[src/hkv_queue.sv]
// Two-entry queue between front and back ends. No dependencies.
module hkv_queue #(
   parameter int WIDTH = 8
) (
   input  logic             clock,
   input  logic             reset,
   input  logic             in_valid,
   output logic             in_ready,
   input  logic [WIDTH-1:0] in_data,
   output logic             out_valid,
   input  logic             out_ready,
   output logic [WIDTH-1:0] out_data
);
   logic [WIDTH-1:0] mem_ff [2];
   logic       wr_ptr_ff, rd_ptr_ff;
   logic [1:0] count_ff, count_in;
   logic       do_push, do_pop;

   assign in_ready  = (count_ff != 2'd2);
   assign out_valid = (count_ff != 2'd0);
   assign out_data  = mem_ff[rd_ptr_ff];
   assign do_push   = in_valid && in_ready;
   assign do_pop    = out_valid && out_ready;

   // occupancy
   always_comb begin
      count_in = count_ff;
      if (do_push && !do_pop) begin
         count_in = count_ff + 2'd1;
      end else if (do_pop && !do_push) begin
         count_in = count_ff - 2'd1;
      end
   end

   always_ff @(posedge clock) begin
      if (reset) begin
         count_ff  <= 2'd0;
         wr_ptr_ff <= 1'b0;
         rd_ptr_ff <= 1'b0;
      end else begin
         count_ff <= count_in;
         if (do_push) begin
            wr_ptr_ff <= !wr_ptr_ff;
         end
         if (do_pop) begin
            rd_ptr_ff <= !rd_ptr_ff;
         end
      end
      if (do_push) begin
         mem_ff[wr_ptr_ff] <= in_data;
      end
   end
endmodule

[config.mk]
export PLATFORM = sky130hd
export DESIGN_NAME = hkv_queue
export DESIGN_NICKNAME = d
export VERILOG_FILES = /design/src/hkv_queue.sv
export SDC_FILE = /design/constraint.sdc
export NUM_CORES = 1
export LEC_CHECK = 0
export ABC_AREA = 1
export BUFFER_PORTS_ARGS = -buffer_cell sky130_fd_sc_hd__buf_2
export CAP_MARGIN = 20
export CORE_MARGIN = 4
export CORE_UTILIZATION = 49
export DETAILED_ROUTE_END_ITERATION = 8
export GPL_ROUTABILITY_DRIVEN = 0
export GPL_TIMING_DRIVEN = 1
export PLACE_DENSITY = 0.75
export SLEW_MARGIN = 20
export SYNTH_ARGS = -nofsm -noshare
export SYNTH_HDL_FRONTEND = slang
export SYNTH_SLANG_ARGS = --single-unit
[constraint.sdc]
create_clock -name clock -period 1.7 [get_ports clock]
set_input_delay 0.085 -clock clock [delete_from_list [all_inputs] [get_ports clock]]
set_output_delay 0.085 -clock clock [all_outputs]
set_load 0.1 [all_outputs]
==> metrics.txt <==
status=finished, final reports clean; antenna violations before repair=0; vias=560; setup_tns=0 ns; VDD IR max=1060 uV; standard-cell rows=14; Multi-input gate area=211 um2; max-cap viol count=0; Root Driver=clkbuf_4; first-pass GRT wire length=2510 um; power per cell area=1810 mW/mm2; Initial Util=0.536; top-level port count=22; clock sink total=21; max-slew violations=0; critical hold path startpoint=reset; Final Non-Filler Cells=114; Final Hold Fails=0; first drt pass iteration count=4; die area=0.00241 mm2; final instance area=0.00109 mm2; average size of a mapped cell=13.3 um2; Setup-failing EPs final=0; FMAX=672 MHz; Vias/cell=4.91; PortBufs=21; CTS tree=yes; Critical Path Fanout Max=8; H-tree depth=1; Post-Route Skew=0.00369 ns; DR iter-0 viols=3; WHS=0.0678 ns; Slew @ Worst Pin=0.503 ns; CP required=1.62 ns; placed wire-length estimate=1030 um; placed cell areas=978 um2; R2R Setup Slk=0.34 ns; Synth Net Count=75; LEAKAGE=0.000461 uW; Netlist cell types=17; n_diodes=0; worst-skew pair later-pin latency=0.29 ns; register area share after synthesis=0.703; fin crit period=1.49 ns; Setup crit end kind=primary output; leading area contributor after synthesis=edfxtp_1; FF-to-FF Start=count_ff[0]; vias in the first global route=596; Post-Synthesis Cell Area=826 um2; slew margin rel.=0.667; crit share post-route=0.875; startpoint types=register; CP Class=reg2out; GR Util All Layers=0.136; register area=582 um2; FF+latch count, synth=21; dpl cells=102; HP Class=in2reg; clk buf depth=2; routed wire length=1460 um; Synth warnings=0; Setup Fix Bufs, Post-CTS=0; DRC=0; clk slew on worst S/H paths=0.11 ns; Avg WL per Cell=12.8 um; RSZ-0062 raised after global routing=no; share of layout cells above drive strength 1=0.429; nets=112; post-route ant nets=0; Synth top area share=0.582; GRT Residual Overflow=0; cts bufs inserted=3; Area Overhead vs Synth=31.5%; Core ar.=0.00154 mm2; fillcell total=116; Die W=49.1 um; Syn Inst Count=62; largest net degree at the start of global routing=12; worst path arrival time=1.40 ns; chip height=49.1 um; top cells by area, synth=edfxtp_1 58%, dfxtp_1 12%, mux2_2 11%
power breakdown:
group          total (uW)  leakage (uW)  switching (uW)  internal (uW)
Sequential            717      0.000191            60.1            657
Combinational        1030      0.000255             804            222
Clock                 224     0.0000150             133           91.1
Total                1970      0.000461             997            970
sequential cells by signal, indices dropped and copies added, names as in the netlist, named ones only:
name	count
count_ff	2
rd_ptr_ff	1
mem_ff	16
wr_ptr_ff	1
what timing repair did:
action	CTS	global route
endpoints found under the hold margin	16	0
resized for setup	0	1
endpoints found under the setup margin	0	7
hold buffers	8	0
worst max-delay path, stage by stage, from the launching register on:
cell	delay [ns]
dfxtp_2	0.46
mux2_2	0.36
buf_2	0.29
through the flow:
step	power [uW]	util	worst slack (ns)
final	1970	0.705	0.212
after global routing	2070	0.705	0.136
after CTS	1980	0.704	0.0548
after detailed placement	1740	0.635	0.360
after global placement	1720	0.635	0.415
after floorplan	1570	-	0.00937
cell families (layout without fill, tap and decap cells):
| logic type | after synthesis | in the layout | synth area share |
|---|---|---|---|
| AO/OA/AOI/OAI | 4 | 4 | 0.0242 |
| adder cells (fa/ha/maj) | 1 | 1 | 0.0151 |
| buffers and inverters | 9 | 45 | 0.0439 |
| flip-flops | 21 | 21 | 0.703 |
| multiplexers | 8 | 8 | 0.109 |
| AND/OR/NAND/NOR | 19 | 19 | 0.105 |
Yosys cell counts:
master,n
inv_2,1
clkinv_2,1
ha_1,1
nand2_2,1
nand2_4,1
mux2_2,8
o21ai_1,1
nor2_1,7
edfxtp_1,16
nand3_1,2
dfxtp_1,5
inv_1,6
nand2_1,7
a21oi_1,2
buf_2,1
nand4_1,1
o21ai_0,1
metal layers:
metal / part of all wire / wire [um] / vias to the layer above / global-route usage
li1: - / - / 284 / -
met1: 0.40 / 581 / 261 / 0.157
met2: 0.54 / 793 / 13 / 0.239
met3: 0.052 / 76 / 2 / 0.0398
met4: 0.0055 / 8 / 0 / 0.0404
met5: 0 / 0 / - / 0
cell type report:
type / instances / share of cell area
Tap cell: 16 / 0.0184
Inverter: 8 / 0.0288
Timing Repair Buffer: 33 / 0.198
Multi-Input combinational cell: 32 / 0.195
Clock buffer: 4 / 0.0242
Sequential cell: 21 / 0.536
path summary, 6_finish.rpt:
path | end | depth (start not counted)
worst max-delay path | out_data[6] | 2
worst min-delay path | count_ff[1] | 4
worst max register to register | count_ff[1] | 10
worst min register to register | wr_ptr_ff | 2
cell usage in the layout (no fill, tap or decap), types with 2 or more instances in the layout:
master	count
nor2_1	7
nand2_1	6
edfxtp_1	16
inv_1	6
clkbuf_4	3
nand3_1	2
a21oi_1	2
mux2_2	8
buf_4	4
dlygate4sd3_1	8
nand2_2	2
buf_2	21
dfxtp_1	4
No activity file was read; power rests on OpenSTA's default activity.
