===== config.mk =====
export PLATFORM = sky130hd
export DESIGN_NAME = hkv_front
export DESIGN_NICKNAME = d
export VERILOG_FILES = /design/src/hkv_pkg.sv /design/src/hkv_front.sv
export SDC_FILE = /design/constraint.sdc
export NUM_CORES = 1
export LEC_CHECK = 0
export BUFFER_PORTS_ARGS = -buffer_cell sky130_fd_sc_hd__buf_2
export CORE_MARGIN = 2
export CORE_UTILIZATION = 30
export CTS_CLUSTER_SIZE = 10
export DETAILED_ROUTE_END_ITERATION = 12
export MAX_ROUTING_LAYER = met4
export SYNTH_ARGS = -nofsm -noshare
export SYNTH_HDL_FRONTEND = slang
export SYNTH_SLANG_ARGS = --single-unit

===== constraint.sdc =====
create_clock -name clock -period 14.6 [get_ports clock]
set_input_delay 1.46 -clock clock [delete_from_list [all_inputs] [get_ports clock]]
set_output_delay 1.46 -clock clock [all_outputs]
set_load 0.1 [all_outputs]

===== src/hkv_pkg.sv =====
// Shared types, codes and byte-mask helpers for the hash key-value store.
// No dependencies.
package hkv_pkg;

   // request codes
   localparam logic [1:0] OP_STORE    = 2'd0;
   localparam logic [1:0] OP_FETCH    = 2'd1;
   localparam logic [1:0] OP_DELETE   = 2'd2;
   localparam logic [1:0] OP_RESERVED = 2'd3;

   // response status codes
   localparam logic [1:0] ST_OK      = 2'd0;
   localparam logic [1:0] ST_MISS    = 2'd1;
   localparam logic [1:0] ST_FULL    = 2'd2;
   localparam logic [1:0] ST_INVALID = 2'd3;

   // slot marks
   localparam logic [1:0] MARK_EMPTY = 2'd0;
   localparam logic [1:0] MARK_USED  = 2'd1;
   localparam logic [1:0] MARK_TOMB  = 2'd2;

   // one classified request word, as it travels from front to back
   typedef struct packed {
      logic        invalid;
      logic [1:0]  op;
      logic [63:0] key_lo;
      logic [47:0] key_hi;
      logic [63:0] val_lo;
      logic [47:0] val_hi;
   } item_type;

   // one slot as held in the table memory
   typedef struct packed {
      logic [1:0]  mark;
      logic [63:0] key_lo;
      logic [47:0] key_hi;
      logic [63:0] val_lo;
      logic [47:0] val_hi;
   } slot_type;

   localparam int SLOT_W = $bits(slot_type);
   localparam int ITEM_W = $bits(item_type);

   // keep bytes 0..7 below length n
   function automatic logic [63:0] mask_lo(input logic [3:0] n);
      logic [63:0] m;
      for (int i = 0; i < 8; i++) begin
         m[8*i +: 8] = (n > 4'(i)) ? 8'hFF : 8'h00;
      end
      return m;
   endfunction

   // keep bytes 8..13 below length n
   function automatic logic [47:0] mask_hi(input logic [3:0] n);
      logic [47:0] m;
      for (int i = 0; i < 6; i++) begin
         m[8*i +: 8] = (n > 4'(i + 8)) ? 8'hFF : 8'h00;
      end
      return m;
   endfunction

endpackage


===== src/hkv_front.sv =====
// Front end: accepts a request, checks it, masks key/value bytes, hashes the
// key and reduces the hash to a bucket number. Depends on hkv_pkg.
module hkv_front #(
   parameter int BUCKETS   = 1024,
   parameter int MAX_CHARS = 14,
   parameter int BW        = 11
) (
   input  logic             clock,
   input  logic             reset,
   input  logic             start,
   input  logic             hold,
   input  logic [1:0]       req_type,
   input  logic [63:0]      req_key_low,
   input  logic [47:0]      req_key_high,
   input  logic [3:0]       req_key_len,
   input  logic [63:0]      req_value_low,
   input  logic [47:0]      req_value_high,
   input  logic [3:0]       req_value_len,
   output logic             idle,
   output logic             push_valid,
   input  logic             push_ready,
   output hkv_pkg::item_type push_item,
   output logic [BW-1:0]    push_bucket
);
   import hkv_pkg::*;

   typedef enum logic [3:0] {
      F_IDLE = 4'b0001,
      F_HASH = 4'b0010,
      F_MOD  = 4'b0100,
      F_PUSH = 4'b1000
   } fstate_type;

   fstate_type  state_ff, state_in;
   item_type    item_ff, item_in;
   logic [3:0]  len_ff, len_in;
   logic [3:0]  cnt_ff, cnt_in;
   logic [63:0] hash_ff, hash_in;
   logic [BW-1:0] rem_ff, rem_in;

   logic         bad;
   logic [111:0] key_cat;
   logic [7:0]   cur_char;

   // four restoring steps of hash mod BUCKETS, top bits first
   function automatic logic [BW-1:0] mod_step(input logic [BW-1:0] r,
                                              input logic [3:0] bits);
      logic [BW:0]   t;
      logic [BW-1:0] acc;
      acc = r;
      for (int j = 3; j >= 0; j--) begin
         t = {acc, bits[j]};
         if (t >= (BW+1)'(BUCKETS)) begin
            t = t - (BW+1)'(BUCKETS);
         end
         acc = t[BW-1:0];
      end
      return acc;
   endfunction

   // request check
   assign bad = (req_type == OP_RESERVED) || (req_key_len == 4'd0) ||
                (req_key_len > 4'(MAX_CHARS)) ||
                ((req_type == OP_STORE) &&
                 ((req_value_len == 4'd0) || (req_value_len > 4'(MAX_CHARS))));

   assign key_cat  = {item_ff.key_hi, item_ff.key_lo};
   assign cur_char = 8'(key_cat >> {cnt_ff, 3'b000});

   // sequencer
   always_comb begin
      state_in = state_ff;
      item_in  = item_ff;
      len_in   = len_ff;
      cnt_in   = cnt_ff;
      hash_in  = hash_ff;
      rem_in   = rem_ff;
      unique case (state_ff)
         F_IDLE: begin
            if (start && !hold) begin
               item_in.invalid = bad;
               item_in.op      = req_type;
               item_in.key_lo  = req_key_low & mask_lo(req_key_len);
               item_in.key_hi  = req_key_high & mask_hi(req_key_len);
               item_in.val_lo  = req_value_low & mask_lo(req_value_len);
               item_in.val_hi  = req_value_high & mask_hi(req_value_len);
               len_in   = req_key_len;
               cnt_in   = 4'd0;
               hash_in  = 64'd0;
               rem_in   = '0;
               state_in = bad ? F_PUSH : F_HASH;
            end
         end
         F_HASH: begin
            // h = h*31 + c, one character a cycle
            hash_in = (hash_ff << 5) - hash_ff + 64'(cur_char);
            if (cnt_ff == len_ff - 4'd1) begin
               cnt_in   = 4'd0;
               state_in = F_MOD;
            end else begin
               cnt_in = cnt_ff + 4'd1;
            end
         end
         F_MOD: begin
            rem_in  = mod_step(rem_ff, hash_ff[63:60]);
            hash_in = hash_ff << 4;
            cnt_in  = cnt_ff + 4'd1;
            if (cnt_ff == 4'd15) begin
               state_in = F_PUSH;
            end
         end
         F_PUSH: begin
            if (push_ready) begin
               state_in = F_IDLE;
            end
         end
         default: state_in = F_IDLE;
      endcase
   end

   always_ff @(posedge clock) begin
      if (reset) begin
         state_ff <= F_IDLE;
      end else begin
         state_ff <= state_in;
      end
      item_ff <= item_in;
      len_ff  <= len_in;
      cnt_ff  <= cnt_in;
      hash_ff <= hash_in;
      rem_ff  <= rem_in;
   end

   assign idle        = (state_ff == F_IDLE);
   assign push_valid  = (state_ff == F_PUSH);
   assign push_item   = item_ff;
   assign push_bucket = rem_ff;
endmodule


==> results list, run 1 <==
* Run status: complete, no violations
* Class of the tightest hold or removal check: reg -> reg
* Horiz. Die Dim: 248 um
- STA classifies the critical path startpoint as a flip-flop.
- Counting flops and latches in the post-synthesis netlist gives 314.
* Number of global-route vias before repair: 14200
- Between clock sinks in the finished design, the worst skew comes to 0.0219 ns.
- During I/O placement, the number of pins put on the boundary was 479.
- The max-slew violation count is 0.
* Proportion of register bits with asynchronous set or reset after synthesis: 0
- The die covers 61600 um2.
- Leading post-synthesis cells by cell area: sky130_fd_sc_hd__edfxtp_1 (52%), sky130_fd_sc_hd__ha_1 (8.7%), sky130_fd_sc_hd__nor2b_1 (4.3%)
* Count of H-tree levels built during CTS: 2
- Clk Latency, worst-skew pair: 0.57 ns
- Headroom to the max-slew limit: 0.183
- Measured along the y axis, the die boundary spans 248 um.
- Clk sinks: 314
- Crit Path Class: reg -> reg
- Number of buffers and inverters on the critical path: 1
- Number of enable-type register cells in the synthesized netlist: 310
- TritonCTS built the clock tree.
- Of the cells placed in the final design, the portion with a size suffix greater than 1 is 0.293.
- The initial utilization of the core area, before any placement, comes to 0.303.
* Maximum fanout encountered on the critical timing path: 23
* Category of cells accounting for the largest share of critical-path delay: compound AO/OA/AOI/OAI gates
- Core footprint: 59000 um2
- Peak Freq: 186 MHz
* Fill cell instance count of the final layout: 5864
- STA classifies the critical path endpoint as a flip-flop.
- Hold repair after CTS inserted 0 buffers.
- In this run the tool buffered the top-level ports with 478 buffer cells.
- Of all cell types, the one taking the most synthesized area is sky130_fd_sc_hd__edfxtp_1.
- After clock tree synthesis, the repair step resized 0 gates.
- Entering global routing, the biggest net connects 79 pins.
* Number of warnings reported in the yosys synthesis log: 0
* Max-cap violations: 0
- For this run, the share of the core covered by cells in the final layout is 0.377.
- Worst supply voltage drop on vdd: 0.123 mV
* Num rows: 89
- For the final routed database, the setup TNS stands at 0 ns.
* Arrival time of data at the critical path endpoint: 5.69 ns
- Dividing the detail-routed via count by the number of cells gives 5.10.
- Routability-driven placement finished with a final weighted congestion of 0.915.
- Of the synthesized area, sequential elements account for 0.525.
- For the pin with the worst max-slew slack, the measured transition is 1.21 ns.
- Endpoints failing setup: 0
* Leakage power summed over all cells: 9.27 nW
* Cell with the largest stage delay on the worst path: sky130_fd_sc_hd__edfxtp_1
* Final worst path period share: 0.369
* Most frequent cell after synthesis: sky130_fd_sc_hd__edfxtp_1
- The tree is rooted in a sky130_fd_sc_hd__clkbuf_16.
* Final Hold Vio Count: 0
- Sorting the synthesized cells by how often they occur yields sky130_fd_sc_hd__edfxtp_1 (310), sky130_fd_sc_hd__ha_1 (124), sky130_fd_sc_hd__nor2b_1 (123).
- Main synth FF type: sky130_fd_sc_hd__edfxtp_1
* Cell chain of the critical path: nand2_1 > o221ai_1 > o22ai_1 > or2_2 > fa_1 > inv_1 > ha_1 > and3_1 > o211a_1 > a21oi_2 > a21o_1 > a21oi_1 > o21ai_1 > a211oi_2 > o21ai_1 > a21o_1 > a32o_1
- Clk pin slew, worst setup/hold paths: 0.06 ns
- Count of routing violations after the opening detailed-route iteration: 1090
- Number of buffers inserted during clock tree synthesis: 40
- Each instance of the synthesized netlist takes up on average 11.6 um2.
- Final WL: 59200 um
* Number of nets with antenna violations after routing: 0
- Gate count of the mapped netlist: 1546
* Global-route wire length before repair: 86800 um
- Number of nets in the layout: 2369
- In the global route stage, overall resource usage came out at 0.191.
- In the routed design, unresolved DRC markers number 0.
- Remaining global-route overflow: 0
- The share of synthesized area in the top cell type comes to 0.520.
- Router iterations before antenna repair: 5
- Synth Net Count: 1913
- Number of antenna violations at the first check in global routing: 16
* Total power density per cell area: 278 nW/um2
* Final HPWL from detailed placement: 45800 um
- Slowest Stage Delay on Critical Path: 1.02 ns
- The detailed router placed 14300 vias in this run.
- Setup repair after global routing missed its margin: false
* Routed len/inst: 21.1 um
- Post-Synthesis Cell Area: 17900 um2
* Maximum number of buffers from clock root to sink: 3
* Required time reported for the critical path endpoint: 14.91 ns
- After synthesis, the netlist uses 82 different library cells.
* Synth-to-Final Area Change: 24.5%
- Post-CTS setup buffers: 0
- The worst path needs 5.38 ns of the cycle, external delays included.
## cell families after synthesis
| family | count (synthesis) | share of synthesized area |
|---|---|---|
| simple gates | 503 | 0.156 |
| compound gates | 338 | 0.127 |
| flops | 314 | 0.525 |
| buf+inv | 161 | 0.0353 |
| fa+ha+maj | 128 | 0.0912 |
| xor+xnor | 64 | 0.0313 |
| mux | 38 | 0.0339 |
## cell usage in the layout (no fill, tap or decap), types with 12 or more instances in the layout
cell / netlist / final
sky130_fd_sc_hd__buf_2: 6 / 478
sky130_fd_sc_hd__edfxtp_1: 310 / 310
sky130_fd_sc_hd__ha_1: 124 / 124
sky130_fd_sc_hd__nor2b_1: 123 / 123
sky130_fd_sc_hd__nand2_1: 100 / 100
sky130_fd_sc_hd__and2_1: 98 / 97
sky130_fd_sc_hd__inv_1: 87 / 87
sky130_fd_sc_hd__o21ai_0: 83 / 83
sky130_fd_sc_hd__a21oi_1: 80 / 80
sky130_fd_sc_hd__nor2_1: 47 / 46
sky130_fd_sc_hd__and3_1: 41 / 41
sky130_fd_sc_hd__clkbuf_16: 0 / 40
sky130_fd_sc_hd__xnor2_1: 36 / 36
sky130_fd_sc_hd__xor2_1: 28 / 28
sky130_fd_sc_hd__a21o_1: 26 / 26
sky130_fd_sc_hd__nand4_1: 26 / 26
sky130_fd_sc_hd__mux2i_1: 20 / 20
sky130_fd_sc_hd__nor3_1: 20 / 20
sky130_fd_sc_hd__mux4_2: 18 / 18
sky130_fd_sc_hd__nand3_1: 18 / 18
sky130_fd_sc_hd__a31oi_1: 15 / 15
sky130_fd_sc_hd__o21bai_1: 15 / 15
sky130_fd_sc_hd__o21a_1: 14 / 14
sky130_fd_sc_hd__a22o_1: 12 / 12
## registers in the layout (all words and copies together), names as in the netlist
register and flops:
state_ff 4, push_bucket 11, hash_ff 64, len_ff 4, cnt_ff 4, push_item 227
## metal layers
metal | track usage | share of wire
met5 | - | 0
met3 | 0.0404 | 0.064
met2 | 0.325 | 0.51
met4 | 0.0471 | 0.028
met1 | 0.232 | 0.40
## final timing paths
check / from / endpoint / slack (ns) / depth (start not counted)
hold reg to reg: hash_ff[1] / hash_ff[5] / 0.57 / 2
hold / removal: hash_ff[1] / hash_ff[5] / 0.57 / 2
setup reg to reg: cnt_ff[1] / hash_ff[57] / 9.22 / 17
setup / recovery: cnt_ff[1] / hash_ff[57] / 9.22 / 17
## power breakdown
part	total, mW	switching (mW)	leakage, nW	internal (mW)
sequential	1.44	0.170	2.98	1.27
clock	0.931	0.386	0.585	0.545
combinational	3.82	2.56	5.70	1.25
## per-stage QoR
step | hold slack [ns] | instances | power, mW | area (um2) | setup WS, ns
2_1_floorplan | 0.513 | 1546 | 4.41 | 17900 | 4.01
3_3_place_gp | 0.542 | 2733 | 5.19 | 21100 | 9.48
3_5_place_dp | 0.553 | 2733 | 5.22 | 21100 | 9.28
4_1_cts | 0.576 | 2795 | 6.18 | 22200 | 9.24
5_1_grt | 0.606 | 2802 | 6.59 | 22300 | 8.84
6_report | 0.568 | 2805 | 6.18 | 22300 | 9.22
## layout make-up
cell class / count / area [um2] / share of cell area
Inverter: 87 / 327 / 0.0147
Multi-Input combinational cell: 1071 / 7900 / 0.355
Sequential cell: 314 / 9390 / 0.422
Timing Repair Buffer: 488 / 2470 / 0.111
Tap cell: 773 / 967 / 0.0434
Clock buffer: 48 / 1050 / 0.0472
Clock inverter: 14 / 143 / 0.00640
Antenna cell: 10 / 25.0 / 0.00112
## worst register-to-register path: stages (launching register included)
cell and delay, ns:
sky130_fd_sc_hd__edfxtp_1 1.02, sky130_fd_sc_hd__nand2_1 0.33, sky130_fd_sc_hd__o221ai_1 0.30, sky130_fd_sc_hd__o22ai_1 0.13
sky130_fd_sc_hd__or2_2 0.34, sky130_fd_sc_hd__fa_1 0.48, sky130_fd_sc_hd__inv_1 0.04, sky130_fd_sc_hd__ha_1 0.38
sky130_fd_sc_hd__and3_1 0.23, sky130_fd_sc_hd__o211a_1 0.18, sky130_fd_sc_hd__a21oi_2 0.08, sky130_fd_sc_hd__a21o_1 0.26
sky130_fd_sc_hd__a21oi_1 0.28, sky130_fd_sc_hd__o21ai_1 0.17, sky130_fd_sc_hd__a211oi_2 0.34, sky130_fd_sc_hd__o21ai_1 0.12
sky130_fd_sc_hd__a21o_1 0.20, sky130_fd_sc_hd__a32o_1 0.25
Note: power is estimated with default switching activity, not from simulation.
==> inputs of run 2 (changes only) <==
clock period = 4.37 ns   (was 14.6 ns; I/O delays follow)
==> run 2 against run 1 <==
Compared with the run above:
- the flow now finishes with violations (setup timing)
- maximum frequency grew 20%
- global-route usage grew 0.54 points
- clock-buffer cell count shrank 1
- die area is the same
- critical endpoint unchanged
- first-iteration DRC count shrank 13%
==> results list, run 2 (synthesis results as in run 1) <==
* Share of post-route cells with drive strength above 1: 0.341 (+0.0479)
- Global Route met2 Usage: 0.337 (+0.0122)
* Num rows: 89 (unchanged)
- Number of nets with antenna violations after routing: 0 (unchanged)
- Required time reported for the critical path endpoint: 4.68 ns (-10.23 ns)
- Global-route usage over all layers: 0.197 (+0.00536)
- In this run the critical register-to-register path is captured at hash_ff[57].
- Type of element capturing the critical path: flip-flop
- Global-route wire length before repair: 89100 um (+2.6%)
* Most congested layer reported by global routing: met2
* Number of nets in the layout: 2443 (+3.1%)
* Routed len/inst: 21.1 um (+0.13%)
* Final WL: 60800 um (+2.7%)
- Final worst path period share: 1.03 (+0.659)
- Router iterations before antenna repair: 6 (+1)
* Flop-to-flop setup slack: -0.12 ns (-9.34 ns)
- The level count of the clock H-tree was 2 (unchanged).
- The met3 usage in global routing came to 0.0362 (-0.00420).
- Endpoints failing setup: 16 (+16)
- The detailed-route DRC error count was 0 (unchanged).
* Pin count of the biggest net entering global routing: 77 (-2.5%)
- GR Util met1: 0.237 (+0.00506)
- The clock latency of the later-clocked register in the worst-skew pair is 0.56 ns (about the same).
- Tmin final: 4.49 ns (-0.890 ns)
- The most critical setup path has its startpoint at cnt_ff[0].
- The sequential cell area was 9390 um2 (about the same).
- The worst clock skew was 0.0279 ns (+0.00598 ns).
* # IOs: 479 (unchanged)
* Clk sinks: 314 (unchanged)
- Cell Count Post-Placement: 2787 (+2.0%)
- Count of routing violations after the opening detailed-route iteration: 947 (-13%)
- The slew at the pin closest to its max-slew limit came to 1.08 ns (-0.133 ns).
- The cell area reported after detailed placement was 21600 um2 (+2.7%).
* Crit Path Class: reg -> reg
- Compared with the post-synthesis result, the final layout area differs by 30.3%.
* Remaining global-route overflow: 0 (unchanged)
- Most frequent standard cell in the layout excluding fill and tap cells: sky130_fd_sc_hd__buf_2
- The floorplan die area was 61600 um2 (unchanged).
- CTS Root Buffer Type: sky130_fd_sc_hd__clkbuf_16
* Max-cap violations: 0 (unchanged)
- In this run the critical register-to-register path is launched from cnt_ff[0].
* Fill cell instance count of the final layout: 5752 (-1.9%)
- Clk pin slew, worst setup/hold paths: 0.06 ns (about the same)
- The number of cells in the finished layout apart from fillers is 2876 (+2.5%).
* Number of antenna violations at the first check in global routing: 18 (+2)
- Most frequent cells in the layout: sky130_fd_sc_hd__buf_2 (478), sky130_fd_sc_hd__edfxtp_1 (310), sky130_fd_sc_hd__nor2b_1 (122)
- The checks that failed: setup timing.
- The most critical setup path has its endpoint at hash_ff[57].
- Number of buffers inserted during clock tree synthesis: 40 (unchanged)
- Max Transition Viols Final: 0 (unchanged)
* Footprint of the multi-input gates: 8240 um2 (+4.3%)
* Flip-flop count of the largest register after layout: 227 (unchanged)
- The number of buffers between clock root and the deepest sink is 3 (unchanged).
* TritonCTS clock tree: built
* Final HPWL from detailed placement: 47500 um (+3.6%)
* Number of global-route vias before repair: 14600 (+3.1%)
* Arrival time of data at the critical path endpoint: 4.80 ns (-0.89 ns)
* Drt via density: 5.05 (-1.1%)
- The setup slack of the critical path after layout was -0.123 ns (-9.34 ns).
- Die outline height: 248 um (unchanged)
- Worst Reg2Reg Path Length in Cells: 19 (+2)
- Run status: complete, but fails checks
* Final weighted congestion of routability-driven global placement: 0.942 (+3.0%)
- Critical path launch point type: flip-flop
* Post-route cell area: 23300 um2 (+4.6%)
- Setup repair after global routing missed its margin: true
- The maximum fanout encountered on the critical timing path came to 8 (-65%).
* Routed via count: 14500 (+1.4%)
* Starting utilization of the core area: 0.303 (unchanged)
- Peak Freq: 223 MHz (+20%)
- Core footprint: 59000 um2 (unchanged)
- The path class of the tightest hold or removal check is in -> reg.
- Final Hold Vio Count: 0 (unchanged)
- Headroom to the max-slew limit: 0.277 (+0.0943)
- The count of buffers inserted at the top-level ports came to 478 (unchanged).
- The horizontal die dimension came to 248 um (unchanged).
run 2: cell count changes in the layout (fill, tap and decap cells not counted), moves of 7 or more:
| cell | delta |
|---|---|
| sky130_fd_sc_hd__buf_4 | +59 |
| sky130_fd_sc_hd__o21ai_0 | -13 |
| sky130_fd_sc_hd__buf_6 | +9 |
| sky130_fd_sc_hd__a21oi_1 | -8 |
| sky130_fd_sc_hd__o21ai_1 | +8 |
| sky130_fd_sc_hd__ha_1 | -7 |
run 2: how the worst min path moves through the flow:
stage / from / to / cells after the start
after floorplan: reset / state_ff[1] / 1
after global placement: push_bucket[4] / push_bucket[8] / 1
after detailed placement: push_bucket[5] / push_bucket[9] / 1
after CTS: reset / state_ff[1] / 2
after global routing: reset / state_ff[1] / 2
final: reset / state_ff[1] / 2
run 2: layout make-up:
cell class	count	share of cell area
clock inverters	12	0.00816
well taps	773	0.0415
repair buffers	562	0.134
inverters	87	0.0140
flip-flops and latches	314	0.403
multi-input cells	1071	0.354
clock buffers	47	0.0441
diodes	10	0.00107
run 2: critical path, cell delays in order (launching register included):
cell and delay [ns]:
sky130_fd_sc_hd__edfxtp_1 0.47, sky130_fd_sc_hd__buf_12 0.19, sky130_fd_sc_hd__buf_4 0.15, sky130_fd_sc_hd__mux2i_2 0.17, sky130_fd_sc_hd__o221ai_2 0.23, sky130_fd_sc_hd__o22ai_1 0.13, sky130_fd_sc_hd__or2_4 0.25, sky130_fd_sc_hd__fa_1 0.47
sky130_fd_sc_hd__inv_1 0.06, sky130_fd_sc_hd__ha_4 0.27, sky130_fd_sc_hd__and3_4 0.19, sky130_fd_sc_hd__o211a_1 0.16, sky130_fd_sc_hd__a21oi_2 0.06, sky130_fd_sc_hd__a21o_1 0.22, sky130_fd_sc_hd__a21oi_2 0.21, sky130_fd_sc_hd__o21ai_2 0.12
sky130_fd_sc_hd__a211oi_4 0.36, sky130_fd_sc_hd__o21ai_2 0.10, sky130_fd_sc_hd__a21o_1 0.17, sky130_fd_sc_hd__a32o_1 0.25
run 2: per-stage QoR:
step | hold WS [ns] | setup slack (ns) | utilization | TNS (ns)
3_3_place_gp | 0.535 | -0.128 | 0.366 | -0.399
5_1_grt | 0.0780 | -0.302 | 0.395 | -6.87
4_1_cts | 0.0497 | -0.101 | 0.388 | -0.904
2_1_floorplan | 0.502 | -1.06 | - | -165.15
3_5_place_dp | 0.556 | -0.138 | 0.366 | -1.39
6_report | 0.0841 | -0.123 | 0.395 | -0.558
run 2: metal layers:
| metal | part of all wire | wire length [um] |
|---|---|---|
| met4 | 0.026 | 1560 |
| met3 | 0.059 | 3560 |
| met1 | 0.40 | 24600 |
| met5 | 0 | 0 |
| met2 | 0.51 | 31100 |
run 2: repair_timing:
action | 4_1_cts | 5_1_grt
hold buffers | 0 | 0
setup endpoints to repair | 27 | 43
setup buffers | 5 | 15
pin swaps | 12 | 47
gates resized for setup | 14 | 54
Power of run 2 is not shown: default switching activity piles up to over one toggle a cycle in this logic, so the estimate is an artifact.
==> inputs of run 3 (changes only) <==
REMOVE_ABC_BUFFERS = 1   (was default)
clock period = 4.25 ns   (was 4.37 ns; I/O delays follow)
==> run 3 against run 2 <==
Compared with the run above:
- the run still ends with setup timing left
- cell count grew 1.0%
- hold slack gained 0.0056 ns
- critical path type unchanged
- critical path depth shrank 1
- global-route usage shrank 0.71 points
- via count is essentially flat
- clock-buffer cell count grew 4
- largest cell class unchanged
- setup slack lost 0.014 ns
==> results list, run 3 (synthesis results as in run 1) <==
* Maximum number of buffers from clock root to sink: 3 (unchanged)
* Most frequent standard cell in the layout excluding fill and tap cells: sky130_fd_sc_hd__buf_2
- The worst setup path is launched from a flip-flop.
* Number of antenna violations at the first check in global routing: 7 (-11)
- The checks that failed: setup timing.
* # IOs: 479 (unchanged)
- The number of routed nets with antenna violations came to 0 (unchanged).
- Class of the tightest hold or removal check: in -> reg
- Critical hold path startpoint: reset
* Run status: complete, but fails checks
* Worst setup slack before clock tree synthesis: -0.389 ns (-0.252 ns)
* Routed len/inst: 20.0 um (-5.4%)
- Number of hold-repair buffers added at the cts stage: 0 (unchanged)
- Final worst path period share: 1.03 (+0.00404)
- Relative to the synthesized area, the layout overhead comes to 30.9%.
- Clk pin slew, worst setup/hold paths: 0.06 ns (about the same)
- Core footprint: 59000 um2 (unchanged)
- The vertical die dimension was 248 um (unchanged).
- The max-slew violation count is 0 (unchanged).
* Tmin final: 4.39 ns (-0.106 ns)
* Headroom to the max-slew limit: 0.214 (-0.0631)
- CTS Root Buffer Type: sky130_fd_sc_hd__clkbuf_16
* Maximum fanout encountered on the critical timing path: 8 (unchanged)
- Setup Total Neg Slack: -1.38 ns (-0.825 ns)
* Drt via density: 5.00 (-0.98%)
- Worst Reg2Reg Path Length in Cells: 18 (-1)
- The register-to-register path setup slack came to -0.14 ns (about the same).
- The total global routing overflow came to 0 (unchanged).
- In this run the critical register-to-register path is captured at hash_ff[59].
* Router iterations before antenna repair: 4 (-2)
- DRC: 0 (unchanged)
- The critical path data required time is 4.56 ns (-0.12 ns).
- Flip-flop count of the largest register after layout: 227 (unchanged)
* Clk sinks: 314 (unchanged)
* Final core occ: 0.397 (+0.00206)
- Number of nets in the layout: 2474 (+1.3%)
- STA classifies the critical path endpoint as a flip-flop.
* Count of routing violations after the opening detailed-route iteration: 978 (+3.3%)
- Num rows: 89 (unchanged)
* Horiz. Die Dim: 248 um (unchanged)
- Number of global-route vias before repair: 14900 (+1.9%)
* Pin count of the biggest net entering global routing: 77 (unchanged)
- Routed via count: 14500 (+0.014%)
- Worst path setup slack after routing: -0.137 ns (-0.0138 ns)
- The starting utilization of the core area was 0.303 (unchanged).
* Setup repair after global routing missed its margin: true
- The endpoint arrival time on the critical path was 4.70 ns (-0.10 ns).
- The level count of the clock H-tree is 2 (unchanged).
* Share of post-route cells with drive strength above 1: 0.349 (+0.00740)
* Number of buffers inserted during clock tree synthesis: 39 (-2.5%)
- Final weighted congestion of routability-driven global placement: 0.920 (-2.3%)
- Clk Latency, worst-skew pair: 0.56 ns (about the same)
* Final WL: 58100 um (-4.4%)
- Peak Freq: 228 MHz (+2.4%)
- The post-detailed-placement half-perimeter wirelength came to 44600 um (-6.1%).
- By startpoint and endpoint, the worst setup path is classified as reg -> reg.
- Reg-to-Reg Start: cnt_ff[0]
- Fill cell instance count of the final layout: 5775 (+0.40%)
* Final Hold Vio Count: 0 (unchanged)
* Max-cap violations: 0 (unchanged)
- The count of final setup violators is 21 (+5).
* Transition time at the pin with the least slew margin: 1.17 ns (+0.0958 ns)
- The worst hold path terminates at state_ff[1].
- The total global-route track usage was 0.190 (-0.00705).
* Floorplan die area: 61600 um2 (unchanged)
* Most frequent cells in the layout: sky130_fd_sc_hd__buf_2 (478), sky130_fd_sc_hd__edfxtp_1 (310), sky130_fd_sc_hd__nor2b_1 (122)
- The wire length of the first global-routing pass was 87000 um (-2.3%).
* Number of buffers inserted by port buffering: 478 (unchanged)
- The worst clock skew came to 0.0246 ns (-0.00326 ns).
- The worst hold path cell count is 2 (unchanged).
* TritonCTS clock tree: built
run 3: worst max path at each step:
stage	from	endpoint	slack, ns	cells after the start
finish	cnt_ff[0]	hash_ff[59]	-0.14	18
global route	cnt_ff[0]	hash_ff[60]	-0.35	19
CTS	cnt_ff[0]	hash_ff[51]	-0.16	19
detailed placement	cnt_ff[0]	hash_ff[57]	-0.39	19
global placement	cnt_ff[0]	hash_ff[63]	-0.29	18
floorplan	state_ff[3]	push_bucket[0]	-6.34	3
run 3: layout make-up:
type	instances	area [um2]	share of cell area
diodes	6	15.0	0.000641
clock inverters	9	58.8	0.00251
inverters	87	327	0.0139
flip-flops and latches	314	9390	0.401
repair buffers	594	3340	0.143
clock buffers	51	1040	0.0445
well taps	773	967	0.0413
multi-input cells	1071	8280	0.354
run 3: metrics by stage:
stage                     instances  cell area [um2]  hold WS [ns]
after floorplan                1472            17600         0.497
after global placement         2819            21700         0.529
final                          2905            23400        0.0897
after CTS                      2890            23100        0.0524
after detailed placement       2819            21700         0.540
after global routing           2905            23400        0.0783
run 3: repair_timing:
item	in CTS	in global routing
buffers inserted	10	9
gates resized for setup	46	37
pin swaps	44	41
endpoints found under the setup margin	39	44
gates cloned	1	0
run 3: layer usage:
layer  part of all wire  global-route usage  vias to the layer above
li1                   -                   -                     6818
met5                  0                   -                        -
met1               0.40               0.229                     7074
met4              0.031              0.0646                        0
met3              0.067              0.0436                       98
met2               0.50               0.312                      531
run 3: critical path: stages, from the launching register on:
cell,delay (ns)
sky130_fd_sc_hd__edfxtp_1,0.39
sky130_fd_sc_hd__buf_6,0.17
sky130_fd_sc_hd__buf_12,0.15
sky130_fd_sc_hd__buf_8,0.13
sky130_fd_sc_hd__mux2i_4,0.18
sky130_fd_sc_hd__o221ai_2,0.21
sky130_fd_sc_hd__nand2_1,0.10
sky130_fd_sc_hd__a21oi_2,0.16
sky130_fd_sc_hd__fa_1,0.48
sky130_fd_sc_hd__ha_4,0.25
sky130_fd_sc_hd__a21o_1,0.19
sky130_fd_sc_hd__a221o_1,0.39
sky130_fd_sc_hd__o211ai_2,0.14
sky130_fd_sc_hd__o211ai_1,0.17
sky130_fd_sc_hd__a32oi_2,0.32
sky130_fd_sc_hd__o2111a_1,0.29
sky130_fd_sc_hd__nor3_4,0.06
sky130_fd_sc_hd__xor2_1,0.18
sky130_fd_sc_hd__a22o_1,0.19
Power of run 3 is left out for the same reason.
